<file path="config.mk">
export PLATFORM = sky130hd
export DESIGN_NAME = key_value_dictionary_table
export DESIGN_NICKNAME = d
export VERILOG_FILES = /design/src/rtl/kvdt_pkg.sv /design/src/rtl/kvdt_ctrl.sv /design/src/rtl/kvdt_datapath.sv /design/src/rtl/key_value_dictionary_table.sv
export SDC_FILE = /design/constraint.sdc
export NUM_CORES = 1
export LEC_CHECK = 0
export BUFFER_PORTS_ARGS = -buffer_cell sky130_fd_sc_hd__buf_4
export CAP_MARGIN = 20
export CORE_AREA = 2 2 285 287
export CTS_CLUSTER_SIZE = 28
export DETAILED_ROUTE_END_ITERATION = 10
export DIE_AREA = 0 0 287 289
export HOLD_SLACK_MARGIN = 0.12
export PLACE_DENSITY_LB_ADDON = 0.08
export SETUP_SLACK_MARGIN = 0.02
export SLEW_MARGIN = 20
export SYNTH_ARGS = -nofsm -noshare
export SYNTH_HDL_FRONTEND = slang
export SYNTH_SLANG_ARGS = --single-unit
</file>
<file path="constraint.sdc">
create_clock -name i_clk -period 14.3 [get_ports i_clk]
set_clock_uncertainty 0.2 [all_clocks]
set_input_delay 0 -clock i_clk [delete_from_list [all_inputs] [get_ports i_clk]]
set_output_delay 0 -clock i_clk [all_outputs]
set_load 0.1 [all_outputs]
</file>
<file path="src/rtl/kvdt_pkg.sv">
// Shared types, codes and constants of the key/value table.
package kvdt_pkg;

    // Default table depth
    localparam int unsigned ENTRIES_DEF = 16;

    // Field widths
    localparam int unsigned OP_W  = 2;
    localparam int unsigned KEY_W = 32;
    localparam int unsigned VAL_W = 32;
    localparam int unsigned ST_W  = 3;

    // Stream payload widths
    localparam int unsigned IN_DATA_W  = KEY_W + VAL_W;
    localparam int unsigned IN_USER_W  = OP_W;
    localparam int unsigned OUT_DATA_W = VAL_W;
    localparam int unsigned OUT_USER_W = 1 + ST_W;

    // Operation codes; the unused code behaves as a search
    localparam logic [OP_W-1:0] OP_INSERT = 2'd0;
    localparam logic [OP_W-1:0] OP_SEARCH = 2'd1;
    localparam logic [OP_W-1:0] OP_DELETE = 2'd2;

    // Result status codes
    localparam logic [ST_W-1:0] STAT_INSERTED  = 3'd0;
    localparam logic [ST_W-1:0] STAT_UPDATED   = 3'd1;
    localparam logic [ST_W-1:0] STAT_FOUND     = 3'd2;
    localparam logic [ST_W-1:0] STAT_NOT_FOUND = 3'd3;
    localparam logic [ST_W-1:0] STAT_DELETED   = 3'd4;
    localparam logic [ST_W-1:0] STAT_EMPTY     = 3'd5;
    localparam logic [ST_W-1:0] STAT_FULL      = 3'd6;

    // One table slot as held in memory
    typedef struct packed {
        logic             vld;
        logic [KEY_W-1:0] key;
        logic [VAL_W-1:0] val;
    } t_slot;

    // Controller states
    typedef enum logic [2:0] {
        S_CLEAR,
        S_IDLE,
        S_SCAN,
        S_DRAIN,
        S_COMMIT
    } t_state;

    // Controller to datapath commands
    typedef struct packed {
        logic clr_wr;    // write an empty slot at the sweep address
        logic load_req;  // capture a request beat and restart the scan
        logic scan_rd;   // read the slot at the sweep address
        logic commit;    // update the table and load the result register
    } t_dp_cmd;

    // Datapath to controller status
    typedef struct packed {
        logic addr_last; // sweep address is at the last slot
        logic out_free;  // result register can take a new result
    } t_dp_sts;

endpackage

</file>
<file path="src/rtl/kvdt_ctrl.sv">
// Controller state machine of the key/value table.
module kvdt_ctrl (
    input  logic              i_clk,
    input  logic              i_rst_n,
    input  logic              i_in_valid,
    output logic              o_in_ready,
    input  kvdt_pkg::t_dp_sts i_sts,
    output kvdt_pkg::t_dp_cmd o_cmd
);
    import kvdt_pkg::*;

    t_state r_state;
    t_state n_state;

    // State register; reset starts the clearing sweep
    always_ff @(posedge i_clk) begin
        if (!i_rst_n) begin
            r_state <= S_CLEAR;
        end else begin
            r_state <= n_state;
        end
    end

    // Next state
    always_comb begin
        n_state = r_state;
        unique case (r_state)
            S_CLEAR: begin
                if (i_sts.addr_last) n_state = S_IDLE;
            end
            S_IDLE: begin
                if (i_in_valid) n_state = S_SCAN;
            end
            S_SCAN: begin
                if (i_sts.addr_last) n_state = S_DRAIN;
            end
            S_DRAIN: begin
                n_state = S_COMMIT;
            end
            S_COMMIT: begin
                if (i_sts.out_free) n_state = S_IDLE;
            end
            default: begin
                n_state = S_CLEAR;
            end
        endcase
    end

    // Outputs
    always_comb begin
        o_in_ready     = (r_state == S_IDLE);
        o_cmd.clr_wr   = (r_state == S_CLEAR);
        o_cmd.load_req = (r_state == S_IDLE) && i_in_valid;
        o_cmd.scan_rd  = (r_state == S_SCAN);
        o_cmd.commit   = (r_state == S_COMMIT) && i_sts.out_free;
    end

endmodule

</file>
<file path="src/rtl/kvdt_datapath.sv">
// Datapath of the key/value table: slot memory, scan, match tracking, result register.
module kvdt_datapath #(
    parameter int unsigned ENTRIES = kvdt_pkg::ENTRIES_DEF
) (
    input  logic                       i_clk,
    input  logic                       i_rst_n,
    input  kvdt_pkg::t_dp_cmd          i_cmd,
    output kvdt_pkg::t_dp_sts          o_sts,
    input  logic [kvdt_pkg::OP_W-1:0]  i_op,
    input  logic [kvdt_pkg::KEY_W-1:0] i_key,
    input  logic [kvdt_pkg::VAL_W-1:0] i_value,
    output logic                       o_out_valid,
    input  logic                       i_out_ready,
    output logic                       o_found,
    output logic [kvdt_pkg::VAL_W-1:0] o_read_value,
    output logic [kvdt_pkg::ST_W-1:0]  o_status
);
    import kvdt_pkg::*;

    localparam int unsigned AW = (ENTRIES > 1) ? $clog2(ENTRIES) : 1;
    localparam int unsigned CW = $clog2(ENTRIES + 1);
    localparam logic [AW-1:0] LAST_ADDR = AW'(ENTRIES - 1);

    // Slot memory
    t_slot r_mem [ENTRIES];
    t_slot r_rdata;

    // Request registers
    logic [OP_W-1:0]  r_op;
    logic [KEY_W-1:0] r_key;
    logic [VAL_W-1:0] r_value;

    // Sweep address and compare tag
    logic [AW-1:0] r_addr;
    logic [AW-1:0] r_cmp_idx;
    logic          r_cmp_vld;

    // Scan results
    logic             r_hit;
    logic [AW-1:0]    r_hit_idx;
    logic [VAL_W-1:0] r_hit_val;
    logic             r_free_ok;
    logic [AW-1:0]    r_free_idx;

    // Number of valid slots
    logic [CW-1:0] r_count;

    // Result register
    logic             r_out_valid;
    logic             r_out_found;
    logic [VAL_W-1:0] r_out_rd;
    logic [ST_W-1:0]  r_out_status;

    // Commit decision
    logic          c_wr;
    logic [AW-1:0] c_wr_addr;
    t_slot         c_wr_slot;
    logic          c_inc;
    logic          c_dec;
    logic [ST_W-1:0] c_status;

    assign o_sts.addr_last = (r_addr == LAST_ADDR);
    assign o_sts.out_free  = !r_out_valid || i_out_ready;

    // Capture the request beat
    always_ff @(posedge i_clk) begin
        if (i_cmd.load_req) begin
            r_op    <= i_op;
            r_key   <= i_key;
            r_value <= i_value;
        end
    end

    // Advance the sweep address during clearing and scanning
    always_ff @(posedge i_clk) begin
        if (!i_rst_n) begin
            r_addr <= '0;
        end else if (i_cmd.load_req) begin
            r_addr <= '0;
        end else if (i_cmd.clr_wr || i_cmd.scan_rd) begin
            if (r_addr == LAST_ADDR) begin
                r_addr <= '0;
            end else begin
                r_addr <= r_addr + AW'(1);
            end
        end
    end

    // Read one slot per cycle and tag it
    always_ff @(posedge i_clk) begin
        r_rdata   <= r_mem[r_addr];
        r_cmp_idx <= r_addr;
    end

    always_ff @(posedge i_clk) begin
        if (!i_rst_n) begin
            r_cmp_vld <= 1'b0;
        end else begin
            r_cmp_vld <= i_cmd.scan_rd;
        end
    end

    // Track the matching slot and the lowest free slot
    always_ff @(posedge i_clk) begin
        if (!i_rst_n) begin
            r_hit     <= 1'b0;
            r_free_ok <= 1'b0;
        end else if (i_cmd.load_req) begin
            r_hit     <= 1'b0;
            r_free_ok <= 1'b0;
        end else if (r_cmp_vld) begin
            if (r_rdata.vld && (r_rdata.key == r_key) && !r_hit) begin
                r_hit     <= 1'b1;
                r_hit_idx <= r_cmp_idx;
                r_hit_val <= r_rdata.val;
            end
            if (!r_rdata.vld && !r_free_ok) begin
                r_free_ok  <= 1'b1;
                r_free_idx <= r_cmp_idx;
            end
        end
    end

    // Decide the table update and the status
    always_comb begin
        c_wr      = 1'b0;
        c_wr_addr = r_hit_idx;
        c_wr_slot = '{vld: 1'b1, key: r_key, val: r_value};
        c_inc     = 1'b0;
        c_dec     = 1'b0;
        c_status  = r_hit ? STAT_FOUND : STAT_NOT_FOUND;
        unique case (r_op)
            OP_INSERT: begin
                if (r_hit) begin
                    c_wr     = 1'b1;
                    c_status = STAT_UPDATED;
                end else if (r_free_ok) begin
                    c_wr      = 1'b1;
                    c_wr_addr = r_free_idx;
                    c_inc     = 1'b1;
                    c_status  = STAT_INSERTED;
                end else begin
                    c_status = STAT_FULL;
                end
            end
            OP_DELETE: begin
                if (r_count == '0) begin
                    c_status = STAT_EMPTY;
                end else if (r_hit) begin
                    c_wr      = 1'b1;
                    c_wr_slot = '{vld: 1'b0, key: r_key, val: r_hit_val};
                    c_dec     = 1'b1;
                    c_status  = STAT_DELETED;
                end else begin
                    c_status = STAT_NOT_FOUND;
                end
            end
            default: begin
                c_status = r_hit ? STAT_FOUND : STAT_NOT_FOUND;
            end
        endcase
    end

    // Write the slot memory: empty slots while clearing, else the commit
    always_ff @(posedge i_clk) begin
        if (i_cmd.clr_wr) begin
            r_mem[r_addr] <= '0;
        end else if (i_cmd.commit && c_wr) begin
            r_mem[c_wr_addr] <= c_wr_slot;
        end
    end

    // Keep the number of valid slots
    always_ff @(posedge i_clk) begin
        if (!i_rst_n) begin
            r_count <= '0;
        end else if (i_cmd.commit) begin
            if (c_inc) begin
                r_count <= r_count + CW'(1);
            end else if (c_dec) begin
                r_count <= r_count - CW'(1);
            end
        end
    end

    // Hold the result until the receiver takes the beat
    always_ff @(posedge i_clk) begin
        if (!i_rst_n) begin
            r_out_valid <= 1'b0;
        end else if (i_cmd.commit) begin
            r_out_valid <= 1'b1;
        end else if (i_out_ready) begin
            r_out_valid <= 1'b0;
        end
    end

    always_ff @(posedge i_clk) begin
        if (i_cmd.commit) begin
            r_out_found  <= r_hit;
            r_out_rd     <= r_hit ? r_hit_val : '1;
            r_out_status <= c_status;
        end
    end

    assign o_out_valid  = r_out_valid;
    assign o_found      = r_out_found;
    assign o_read_value = r_out_rd;
    assign o_status     = r_out_status;

endmodule

</file>
<file path="src/rtl/key_value_dictionary_table.sv">
// Top level of the key/value table: stream ports, controller and datapath.
//
// Request channel (s_axis): tuser carries the operation (insert/update,
// search, delete), tdata the key and the value. Result channel (m_axis):
// one beat per request with the found flag, the status code and the value
// held for the key before the request (all ones when the key was absent).
//
// Each request scans every slot of the table through one memory read port,
// one slot per cycle, then decides and writes the update back when the
// result register is free. A request passes the scan, drain and commit
// states before the controller is idle again; the result is registered
// at the commit. Only one request is in flight at a time; a new request
// is accepted while the previous result still waits in the output register.
//
// After reset the table is cleared by a sweep that writes one empty slot
// per cycle over every slot, with the request channel not ready.
// When the receiver stalls, the result is held; a following request is
// scanned but its result waits until the output register is free.
module key_value_dictionary_table #(
    parameter int unsigned ENTRIES = kvdt_pkg::ENTRIES_DEF
) (
    input  logic                            i_clk,
    input  logic                            i_rst_n,
    input  logic                            i_s_axis_tvalid,
    output logic                            o_s_axis_tready,
    input  logic [kvdt_pkg::IN_DATA_W-1:0]  i_s_axis_tdata,  // key, value
    input  logic [kvdt_pkg::IN_USER_W-1:0]  i_s_axis_tuser,  // op
    output logic                            o_m_axis_tvalid,
    input  logic                            i_m_axis_tready,
    output logic [kvdt_pkg::OUT_DATA_W-1:0] o_m_axis_tdata,  // read_value
    output logic [kvdt_pkg::OUT_USER_W-1:0] o_m_axis_tuser   // found, status
);
    import kvdt_pkg::*;

    t_dp_cmd          w_cmd;
    t_dp_sts          w_sts;
    logic             w_found;
    logic [VAL_W-1:0] w_read_value;
    logic [ST_W-1:0]  w_status;

    // Sequence the clear sweep and each request
    kvdt_ctrl u_ctrl (
        .i_clk      (i_clk),
        .i_rst_n    (i_rst_n),
        .i_in_valid (i_s_axis_tvalid),
        .o_in_ready (o_s_axis_tready),
        .i_sts      (w_sts),
        .o_cmd      (w_cmd)
    );

    // Table storage and result register
    kvdt_datapath #(
        .ENTRIES (ENTRIES)
    ) u_datapath (
        .i_clk        (i_clk),
        .i_rst_n      (i_rst_n),
        .i_cmd        (w_cmd),
        .o_sts        (w_sts),
        .i_op         (i_s_axis_tuser[OP_W-1:0]),
        .i_key        (i_s_axis_tdata[KEY_W-1:0]),
        .i_value      (i_s_axis_tdata[KEY_W +: VAL_W]),
        .o_out_valid  (o_m_axis_tvalid),
        .i_out_ready  (i_m_axis_tready),
        .o_found      (w_found),
        .o_read_value (w_read_value),
        .o_status     (w_status)
    );

    // Pack the result beat
    assign o_m_axis_tdata = w_read_value;
    assign o_m_axis_tuser = {w_status, w_found};

endmodule

</file>
# Word level (Yosys, flattened, before mapping)

Memory sizes are Yosys's and may differ from the RTL's. A register that Yosys moved wholly into a read port is not among the register bits.
Index checks and enable logic that the tools add are counted.

$add $sub $neg: 3
Multiply operators: 0
Div/mod/pow operators: 0
Order comparisons: 0
Eq/ne operators: 11
Shift operators: 0
Mux-type cells: 38
Bitwise logic cells: 2
Reductions and logical operators: 25

Operators with widths:

| operator                                         | count |
|---|---|
| 2-to-1 mux 65 bit                                | 4 |
| OR reduction 65 bit                              | 1 |
| == test 32 bit                                   | 1 |
| 2-to-1 mux 3 bit                                 | 8 |
| 2-to-1 mux 4 bit                                 | 5 |
| 2-to-1 mux 1 bit                                 | 16 |
| case mux 3 bit (5 select lines)                  | 1 |
| AND reduction 4 bit                              | 3 |
| 2-to-1 mux 5 bit                                 | 2 |
| == test 3 x 2 -> 1 bit, second input constant    | 2 |
| logical AND 1 bit                                | 6 |
| inequality test 2 bit, second input constant     | 3 |
| case mux 3 bit (2 select lines)                  | 1 |
| AND reduction 2 bit                              | 3 |
| adder 5 x 1 -> 5 bit, second input constant      | 1 |
| zero test 5 bit                                  | 1 |
| subtractor 5 x 1 -> 5 bit, second input constant | 1 |
| adder 4 x 1 -> 4 bit, second input constant      | 1 |
| == test 4 bit, second input constant             | 1 |
| zero test 1 bit                                  | 4 |
| nonzero test 2 bit                               | 2 |
| == test 3 x 1 -> 1 bit, second input constant    | 1 |
| == test 3 bit, second input constant             | 1 |
| zero test 3 bit                                  | 1 |
| 7 further kinds                                  | 9 |

Register bits: 162
Bits in latches: 0
Bits in writable memories: 1040
ROM bits: 0
Bits of input ports: 70
Output and inout port bits: 38
Logic and storage cells: 97
Memories: 1

Memories:

| memory           | depth | width | read ports | clocked after memory_dff | write ports | RTL line            | text |
|---|---|---|---|---|---|---|---|
| u_datapath.r_mem | 16    | 65    | 1          | 1                        | 1           | kvdt_datapath.sv:25 | `t_slot r_mem [ENTRIES];` |

# Longest topological paths before layout

Gate-level depths: netlist (run 1).

Depth after elaboration: 9
Depth in mapped cells: 9
Mapped depth without buffers: 8

# By module

A second synthesis (run 1) with hierarchy kept.

Cells, all modules: 2032
Area total of the unflattened synthesis: 47042.6 sq um

Modules (own cells, without submodules):

| module                     | instances | cells an instance | area each (sq um) | sequential area each (sq um) |
|---|---|---|---|---|
| kvdt_datapath              | 1         | 2011              | 46839.9           | 37135.6 |
| kvdt_ctrl                  | 1         | 20                | 195.2             | 60.1 |
| key_value_dictionary_table | 1         | 1                 | 7.5               | 0.0 |

# Least setup slack after synthesis (run 1)

Ideal clock, no wire load.

Kind: register to register
Start point: reg u_ctrl.r_state[1]
End point: reg u_datapath.r_hit_idx[0], enable pin
Library setup time: 415 ps
Arrival: 8146 ps
Required time: 13685 ps
Slack: 5538 ps
Cell stages (with the launch flop): 8
Buffers on the path: 2
Clock period less this slack: 8762 ps
Cell sequence: dfxtp_1 -> clkbuf_1 -> nor4bb_1 -> nand2b_1 -> clkbuf_1 -> nor3_1 -> nand3_1 -> nor2_1

RTL lines:

| what                   | RTL line             | text |
|---|---|---|
| start, declared        | kvdt_ctrl.sv:12      | `t_state r_state;` |
| start signal, assigned | kvdt_ctrl.sv:20      | `r_state <= n_state;` |
| end signal, assigned   | kvdt_datapath.sv:114 | `r_hit_idx <= r_cmp_idx;` |
| end, declared          | kvdt_datapath.sv:40  | `logic [AW-1:0] r_hit_idx;` |

# Final worst setup path (run 1)

Start point: reg u_ctrl.r_state[2]
End point: mem u_datapath.r_mem[15][29] (netlist bit), enable pin

Longest elaborated chain between the ends: 8
Elaborated cells between the ends (all ways): 12
Those cells by class: 1 x eq/ne; 7 x mux; 4 x reduce/logical

Ends and longest elaborated chain:

| what                                                           | RTL line             | text |
|---|---|---|
| == test 3 bit                                                  | kvdt_ctrl.sv:55      | `o_cmd.commit = (r_state == S_COMMIT) && i_sts.out_free;` |
| logical AND 1 bit                                              | kvdt_ctrl.sv:55      |  |
| logical AND 1 bit                                              | kvdt_datapath.sv:168 | `end else if (i_cmd.commit && c_wr) begin` |
| 2-to-1 mux 1 bit                                               | kvdt_datapath.sv:168 |  |
| 2-to-1 mux 1 bit                                               | kvdt_datapath.sv:166 | `if (i_cmd.clr_wr) begin` |
| 2-to-1 mux 1 bit (implied by the code)                         | kvdt_datapath.sv:169 | `r_mem[c_wr_addr] <= c_wr_slot;` |
| OR reduction 65 bit (no line)                                  | --                   |  |
| 2-to-1 mux 4 bit (no line) or 2-to-1 mux 1 bit (tied branches) | --                   |  |
| end, declared                                                  | kvdt_datapath.sv:25  |  |

Parallel ways exist; a longest one is shown, timed or not.

==> metrics, run 1 <==
r2r startpoint u_ctrl.r_state[2]; initial antenna violation count 0; pwr dens 141 nW/um2; Cell Area, Synth 47500 um2; worst-skew pair later-pin latency 0.71 ns; drt drc 0; Setup WS pre-CTS 9.29 ns; clk root buf clkbuf_16; VDD IR-drop max 0.104 mV; DRT Wirelength approximately 100000 um; Synth async-reset ratio 0%; CTS Buf Count 130; Post-synth EDFFs 1182; Tmin final 4.71 ns; CP startpoint u_ctrl.r_state[2]; most common cell in the synthesized netlist edfxtp_1; Worst Setup End Kind flop; worst-path fanout max 56; # nets final 2629; CTS Sinks 1267; Netlist cell types 52; outcome completed; Tcrit/Tclk final between 30 and 40%; worst hold path type primary input to flop; final worst slack 9.59 ns; register area share after synthesis 78.3%; RSZ-0062 raised after global routing false; routability cong. 0.781; Pins Over Slew Limit 0; post-detail-place hpwl about 51000 um; reg-to-reg endpoint u_datapath.r_mem[15][29]; Post-Syn Nets 2323; Critical Path End u_datapath.r_mem[15][29]; Commonest cells post-synth 1182 x edfxtp_1, 260 x mux4_2, 107 x a21oi_1; Final ANT Viol Nets 0; max-capacitance violation count 0; static leakage 16.1 nW; 1st-iter DRT viols 2155; DR vias ~23000; Port Buf Inserts 107; flops & latches, synth approximately 1300; top-area cell type share of the netlist area about three quarters; die width 287 um; top post-synthesis cells by area edfxtp_1 75%, mux4_2 12%, dfxtp_1 3.6%; first-pass GRT wire length between 100000 and 150000 um; Initial Util 59.4%; worst slew pin tran between 1 and 1.5 ns; drt pass-1 iters 5; syn_area_per_cell around 21 um2; crit path DAT 4.83 ns; dominant synthesized flop cell edfxtp_1; Clock transition at path regs 0.06 ns; reg2reg path depth 7; final hold vios 0; DIE AREA 82900 um2; # setup viols final 0; Placed Area 49600 um2; dpl cells 3339; GRT Util Overall 24.6%; largest net degree at the start of global routing 109; f_max between 0.2 and 0.25 GHz; core area 79900 um2; R2R Setup Slk between 9 and 10 ns; Ports 108; clock tree buffer depth 3; Fin Setup TNS 0 ns; CTS tree yes; Yosys top cell by area edfxtp_1; Synth Warn # 0; Synth Instances 2248; final instance area 55200 um2; Cell Rows approximately 100; DR vias/cell 6.11; CP Class flop to flop; # H-tree levels 4; die height 289 um; cts repair resizes 0; total grt overflow 0; Core Util, Final 69.1%; vias in the first global route 23834; Slew Limit Headroom 27.0%; share of layout cells above drive strength 1 24.7%; crit path launch type flop; synthesis-to-finish area growth 16.3%; Final Instance Count excl. Fillers 3718; worst path required time 14.42 ns; Routed WL per cell approximately 27 um
## critical path, stage by stage (launching register included)
cell	delay, ns
dfxtp_1	0.58
or3b_1	0.51
a2111oi_4	0.35
buf_4	0.47
a32o_1	0.32
nand3b_1	0.25
nor3_2	0.65
buf_4	0.93
## layout make-up
type	count	area, um2
Inverter	4	15.0
Clock buffer	186	3710
Timing Repair Buffer	299	2640
Multi-Input combinational cell	852	9920
Tap cell	1060	1330
Clock inverter	49	397
Sequential cell	1267	37200
Fill cell	4994	24700
Antenna cell	1	2.50
## registers in the layout, indices dropped and copies added (netlist names)
signal                   count
u_datapath.r_value          32
u_datapath.r_rdata          65
u_datapath.o_read_value     32
u_datapath.r_free_ok         1
u_datapath.r_cmp_idx         4
u_datapath.r_op              2
u_datapath.r_mem          1040
u_datapath.o_found           1
u_datapath.r_hit_val        32
u_ctrl.r_state               3
u_datapath.r_free_idx        4
u_datapath.r_hit             1
u_datapath.o_status          3
u_datapath.r_key            32
u_datapath.r_hit_idx         4
u_datapath.o_out_valid       1
u_datapath.r_count           5
u_datapath.r_addr            4
u_datapath.r_cmp_vld         1
## metal layers
metal	vias up	wire length [um]	track usage, %
li1	9824	-	-
met1	12047	41700	34.7
met2	708	50100	40.7
met3	140	6000	4.14
met4	0	1880	6.67
met5	-	0	0
## logic make-up after synthesis
group                      Yosys count  share of synthesized area, %
AOI/OAI and AO/OA                  199                          2.59
xor gates and xnor gates            36                         0.664
muxes                              335                          13.9
and+or+nand+nor                    277                          3.22
adders and majority gates            5                         0.148
buffers and inverters              129                          1.14
DFF                               1267                          78.3
## cell usage in the layout (no fill, tap or decap), types with 18 or more instances in the layout
| cell | netlist | routed |
|---|---|---|
| clkinv_2 | 0 | 18 |
| a21oi_1 | 107 | 89 |
| nand2_1 | 76 | 76 |
| and3_1 | 34 | 34 |
| buf_4 | 1 | 153 |
| edfxtp_1 | 1182 | 1182 |
| mux4_2 | 260 | 260 |
| xnor2_1 | 29 | 29 |
| a21oi_2 | 1 | 19 |
| nor2b_1 | 68 | 68 |
| dlygate4sd3_1 | 0 | 139 |
| nand2b_1 | 39 | 39 |
| clkbuf_16 | 0 | 134 |
| mux2i_1 | 70 | 70 |
| a211oi_1 | 65 | 65 |
| clkbuf_1 | 80 | 36 |
| dfxtp_1 | 85 | 80 |
## where the power goes
part / switching [mW] / internal [mW]
registers: 0.0511 / 4.13
logic: 0.202 / 0.203
clock network: 1.36 / 1.87
total: 1.61 / 6.20
## metrics by stage
stage	power, mW	hold WS, ns
finish	7.81	0.175
global route	8.06	0.169
CTS	7.87	0.136
detailed placement	4.64	-0.0207
global placement	4.63	-0.0215
floorplan	4.53	-0.101
## worst min-delay path by stage
stage	start	endpoint	slack [ns]	depth (start not counted)
2_1_floorplan	i_s_axis_tdata[0]	u_datapath.r_key[0]	-0.10	0
3_3_place_gp	i_s_axis_tdata[61]	u_datapath.r_value[29]	-0.02	1
4_1_cts	i_s_axis_tvalid	u_ctrl.r_state[1]	0.14	5
5_1_grt	i_s_axis_tvalid	u_ctrl.r_state[1]	0.17	5
6_report	i_s_axis_tvalid	u_ctrl.r_state[1]	0.17	5
3_5_place_dp	i_s_axis_tdata[23]	u_datapath.r_key[23]	-0.02	1
## timing repair
| action | 4_1_cts | 5_1_grt |
|---|---|---|
| setup buffers | 0 | 0 |
| hold endpoints to repair | 120 | 0 |
| hold buffers | 139 | 0 |
Note: power is estimated with default switching activity, not from simulation.
==> inputs of run 2 (changes only) <==
--- a/config.mk
+++ b/config.mk
@@ -5,12 +5,13 @@
 export SDC_FILE = /design/constraint.sdc
 export NUM_CORES = 1
 export LEC_CHECK = 0
+export ABC_AREA = 1
 export BUFFER_PORTS_ARGS = -buffer_cell sky130_fd_sc_hd__buf_4
 export CAP_MARGIN = 20
-export CORE_AREA = 2 2 285 287
+export CORE_AREA = 2 2 297 299
 export CTS_CLUSTER_SIZE = 28
 export DETAILED_ROUTE_END_ITERATION = 10
-export DIE_AREA = 0 0 287 289
+export DIE_AREA = 0 0 299 301
 export HOLD_SLACK_MARGIN = 0.12
 export PLACE_DENSITY_LB_ADDON = 0.08
 export SETUP_SLACK_MARGIN = 0.02
==> constraint.sdc (replaced) <==
create_clock -name i_clk -period 4 [get_ports i_clk]
set_clock_uncertainty 0.2 [all_clocks]
set_input_delay 0 -clock i_clk [delete_from_list [all_inputs] [get_ports i_clk]]
set_output_delay 0 -clock i_clk [all_outputs]
set_load 0.1 [all_outputs]
==> run 2 against run 1 <==
Worst hold slack improved by 0.024 ns. Design area increased by 2.6%. Highest routed layer unchanged. Total power increased to 3.8 times the previous value. Clock-buffer cell count increased by 6. Worst setup slack got worse by 9.1 ns.
==> metrics, run 2 <==
final worst slack 0.483 ns (was 9.59 ns); most frequent cells in the layout 1182 x edfxtp_1, 666 x nor2_1, 525 x o21ai_0, 282 x nand2_1, 212 x buf_4 (was 1182 x edfxtp_1, 260 x mux4_2, 153 x buf_4, 139 x dlygate4sd3_1, 134 x clkbuf_16); drt pass-1 iters 6 (was 5); flops & latches, synth 1267 (unchanged); top-area cell type share of the netlist area 73.5% (was 74.7%); # setup viols final 0 (unchanged); crit path DAT 3.73 ns (was 4.83 ns); vias in the first global route 30516 (was 23834); reg2reg path depth 8 (was 7); Cell Area, Synth 48300 um2 (was 47500 um2); Port Buf Inserts 107 (unchanged); dominant synthesized flop cell edfxtp_1 (unchanged); Final ANT Viol Nets 0 (unchanged); final hold vios 0 (unchanged); largest net degree at the start of global routing 173 (was 109); Final Instance Count excl. Fillers 5154 (was 3718); final instance area 56600 um2 (was 55200 um2); mux contribution to synthesized area 0% (was 13.9%); outcome completed (unchanged); CP Class flop to flop (unchanged); most common cell in the synthesized netlist edfxtp_1 (unchanged); Reg with most FFs u_datapath.r_mem (unchanged); DR vias 30781 (was 22719); Netlist cell types 36 (was 52); routability cong. 0.817 (was 0.781); Hold Path Depth 0 (was 5); adder-cell share of the synthesized area 0.145% (was 0.148%); Synth Instances 3616 (was 2248); Hold Slack 0.199 ns (was 0.175 ns); Synth Area in Simple Gates 9.61% (was 3.22%); worst hold path type flop to flop (was primary input to flop); Fin Setup TNS 0 ns (unchanged); Regs by FF count u_datapath.r_mem x1040, u_datapath.r_rdata x65 (unchanged); Slew Limit Headroom 30.5% (was 27.0%); Clock transition at path regs 0.06 ns (about the same); Commonest cells post-synth 1182 x edfxtp_1, 686 x nor2_1, 525 x o21ai_0 (was 1182 x edfxtp_1, 260 x mux4_2, 107 x a21oi_1); Power Total 29.5 mW (was 7.81 mW); VDD IR-drop max 0.419 mV (was 0.104 mV); post-detail-place hpwl 73000 um (was 51300 um); Worst Setup End Kind flop (unchanged); # nets final 3965 (was 2629); main combinational cell family by area after synthesis compound AO/OA/AOI/OAI gates (was multiplexers); Post-synth EDFFs 1182 (unchanged); die width 299 um (was 287 um); register area share after synthesis 77.0% (was 78.3%); Cell Rows 108 (was 104); dpl cells 4771 (was 3339); Setup WS pre-CTS 0.509 ns (was 9.29 ns); static leakage 21.0 nW (was 16.1 nW); Tmin final 3.52 ns (was 4.71 ns); worst path required time 4.21 ns (was 14.42 ns); die height 301 um (was 289 um); clk root buf clkbuf_16 (unchanged); Ports 108 (unchanged); core area 86500 um2 (was 79900 um2); syn_area_per_cell 13.4 um2 (was 21.1 um2); GRT Util Overall 28.7% (was 24.6%); XOR/XNOR Fraction of Synth Area 0.417% (was 0.664%); antenna cells 0 (was 1); share of layout cells above drive strength 1 12.7% (was 24.7%); Tcrit/Tclk final 87.9% (was 32.9%); commonest non-fill, non-tap cell in the layout edfxtp_1 (unchanged); Routed WL per cell 25.0 um (was 26.8 um); DR vias/cell 5.97 (was 6.11); Yosys top cell by area edfxtp_1 (unchanged); worst-path fanout max 28 (was 56); CTS Buf Count 133 (was 130); total grt overflow 0 (unchanged); initial antenna violation count 0 (unchanged); max-capacitance violation count 0 (unchanged); clock tree buffer depth 3 (unchanged); DIE AREA 90000 um2 (was 82900 um2); Synth async-reset ratio 0% (unchanged); Post-Syn Nets 3691 (was 2323); drt drc 0 (unchanged); Compound-Gate Fraction of Synth Area 10.2% (was 2.59%); CTS Sinks 1267 (unchanged); Layout fillers 6268 (was 4994); Placed Area 50800 um2 (was 49600 um2); worst-skew pair later-pin latency 0.74 ns (was 0.71 ns); Initial Util 55.9% (was 59.4%); first-pass GRT wire length 192000 um (was 149000 um); Core Util, Final 65.5% (was 69.1%); pwr dens 520 nW/um2 (was 141 nW/um2); 1st-iter DRT viols 3299 (was 2155); CTS tree yes (unchanged); DRT Wirelength 129000 um (was 99700 um); worst slew pin tran 1.04 ns (was 1.10 ns); Largest register FFs 1040 (unchanged); # H-tree levels 4 (unchanged); RSZ-0062 raised after global routing false (unchanged); f_max 0.284 GHz (was 0.212 GHz); Synth Warn # 0 (unchanged); crit path launch type flop (unchanged); top post-synthesis cells by area edfxtp_1 73%, o21ai_0 5.4%, nor2_1 5.3% (was edfxtp_1 75%, mux4_2 12%, dfxtp_1 3.6%); cts repair resizes 0 (unchanged); synthesis-to-finish area growth 17.2% (was 16.3%); Pins Over Slew Limit 0 (unchanged)
-- run 2: cell types whose count changed after synthesis, moves of 61 or more --
cell / before / now
nand2_1: 76 / 282
a211oi_1: 65 / 0
o211ai_1: 1 / 89
o22ai_1: 2 / 131
nor2b_1: 68 / 0
nand3_1: 7 / 126
mux2i_1: 70 / 0
mux4_2: 260 / 0
nor2_1: 8 / 686
o21ai_0: 9 / 525
inv_1: 4 / 72
a21oi_1: 107 / 46
-- run 2: area by class of cell --
| cell class | instances | area [um2] | area share, % |
|---|---|---|---|
| Sequential cell | 1267 | 37200 | 65.7 |
| Multi-Input combinational cell | 2046 | 9970 | 17.6 |
| Tap cell | 1155 | 1450 | 2.55 |
| Timing Repair Buffer | 367 | 3310 | 5.85 |
| Clock inverter | 52 | 573 | 1.01 |
| Inverter | 75 | 298 | 0.526 |
| Clock buffer | 192 | 3840 | 6.77 |
-- run 2: report_power, final --
part	internal, mW	switching, mW
registers	14.8	0.188
logic	0.712	1.43
clock network	7.34	5.01
total	22.8	6.64
-- run 2: final timing paths --
check             slack (ns)                  endpoint              startpoint
setup / recovery        0.48   u_datapath.r_mem[6][41]      u_datapath.r_op[0]
hold / removal          0.20  u_datapath.r_hit_val[16]  u_datapath.r_rdata[16]
setup reg to reg        0.48   u_datapath.r_mem[6][41]      u_datapath.r_op[0]
hold reg to reg         0.20  u_datapath.r_hit_val[16]  u_datapath.r_rdata[16]
-- run 2: what timing repair did --
item	in CTS	in global routing
hold buffers	138	0
buffers inserted	0	0
endpoints found under the hold margin	124	0
-- run 2: worst max-delay path: stages, from the launching register on --
cell and delay (ns):
edfxtp_1 0.43, nor2_4 0.24, o21ai_1 0.16, nand2_4 0.13, nand2_4 0.24, o21ai_0 0.35
nand3_1 0.45, nor2_4 0.65, buf_12 0.30
-- run 2: metal layers --
metal | GRT usage, % | up-vias | wire length (um)
met5 | 0 | - | 0
met4 | 10.6 | 0 | 3950
met3 | 3.90 | 207 | 8390
met2 | 48.3 | 1257 | 64100
met1 | 38.6 | 15528 | 52500
li1 | - | 13789 | -
-- run 2: logic make-up after synthesis --
logic type | Yosys count
AO/OA/AOI/OAI | 869
flip-flops | 1267
buffers and inverters | 303
adder cells (fa/ha/maj) | 5
XOR/XNOR | 23
AND/OR/NAND/NOR | 1149
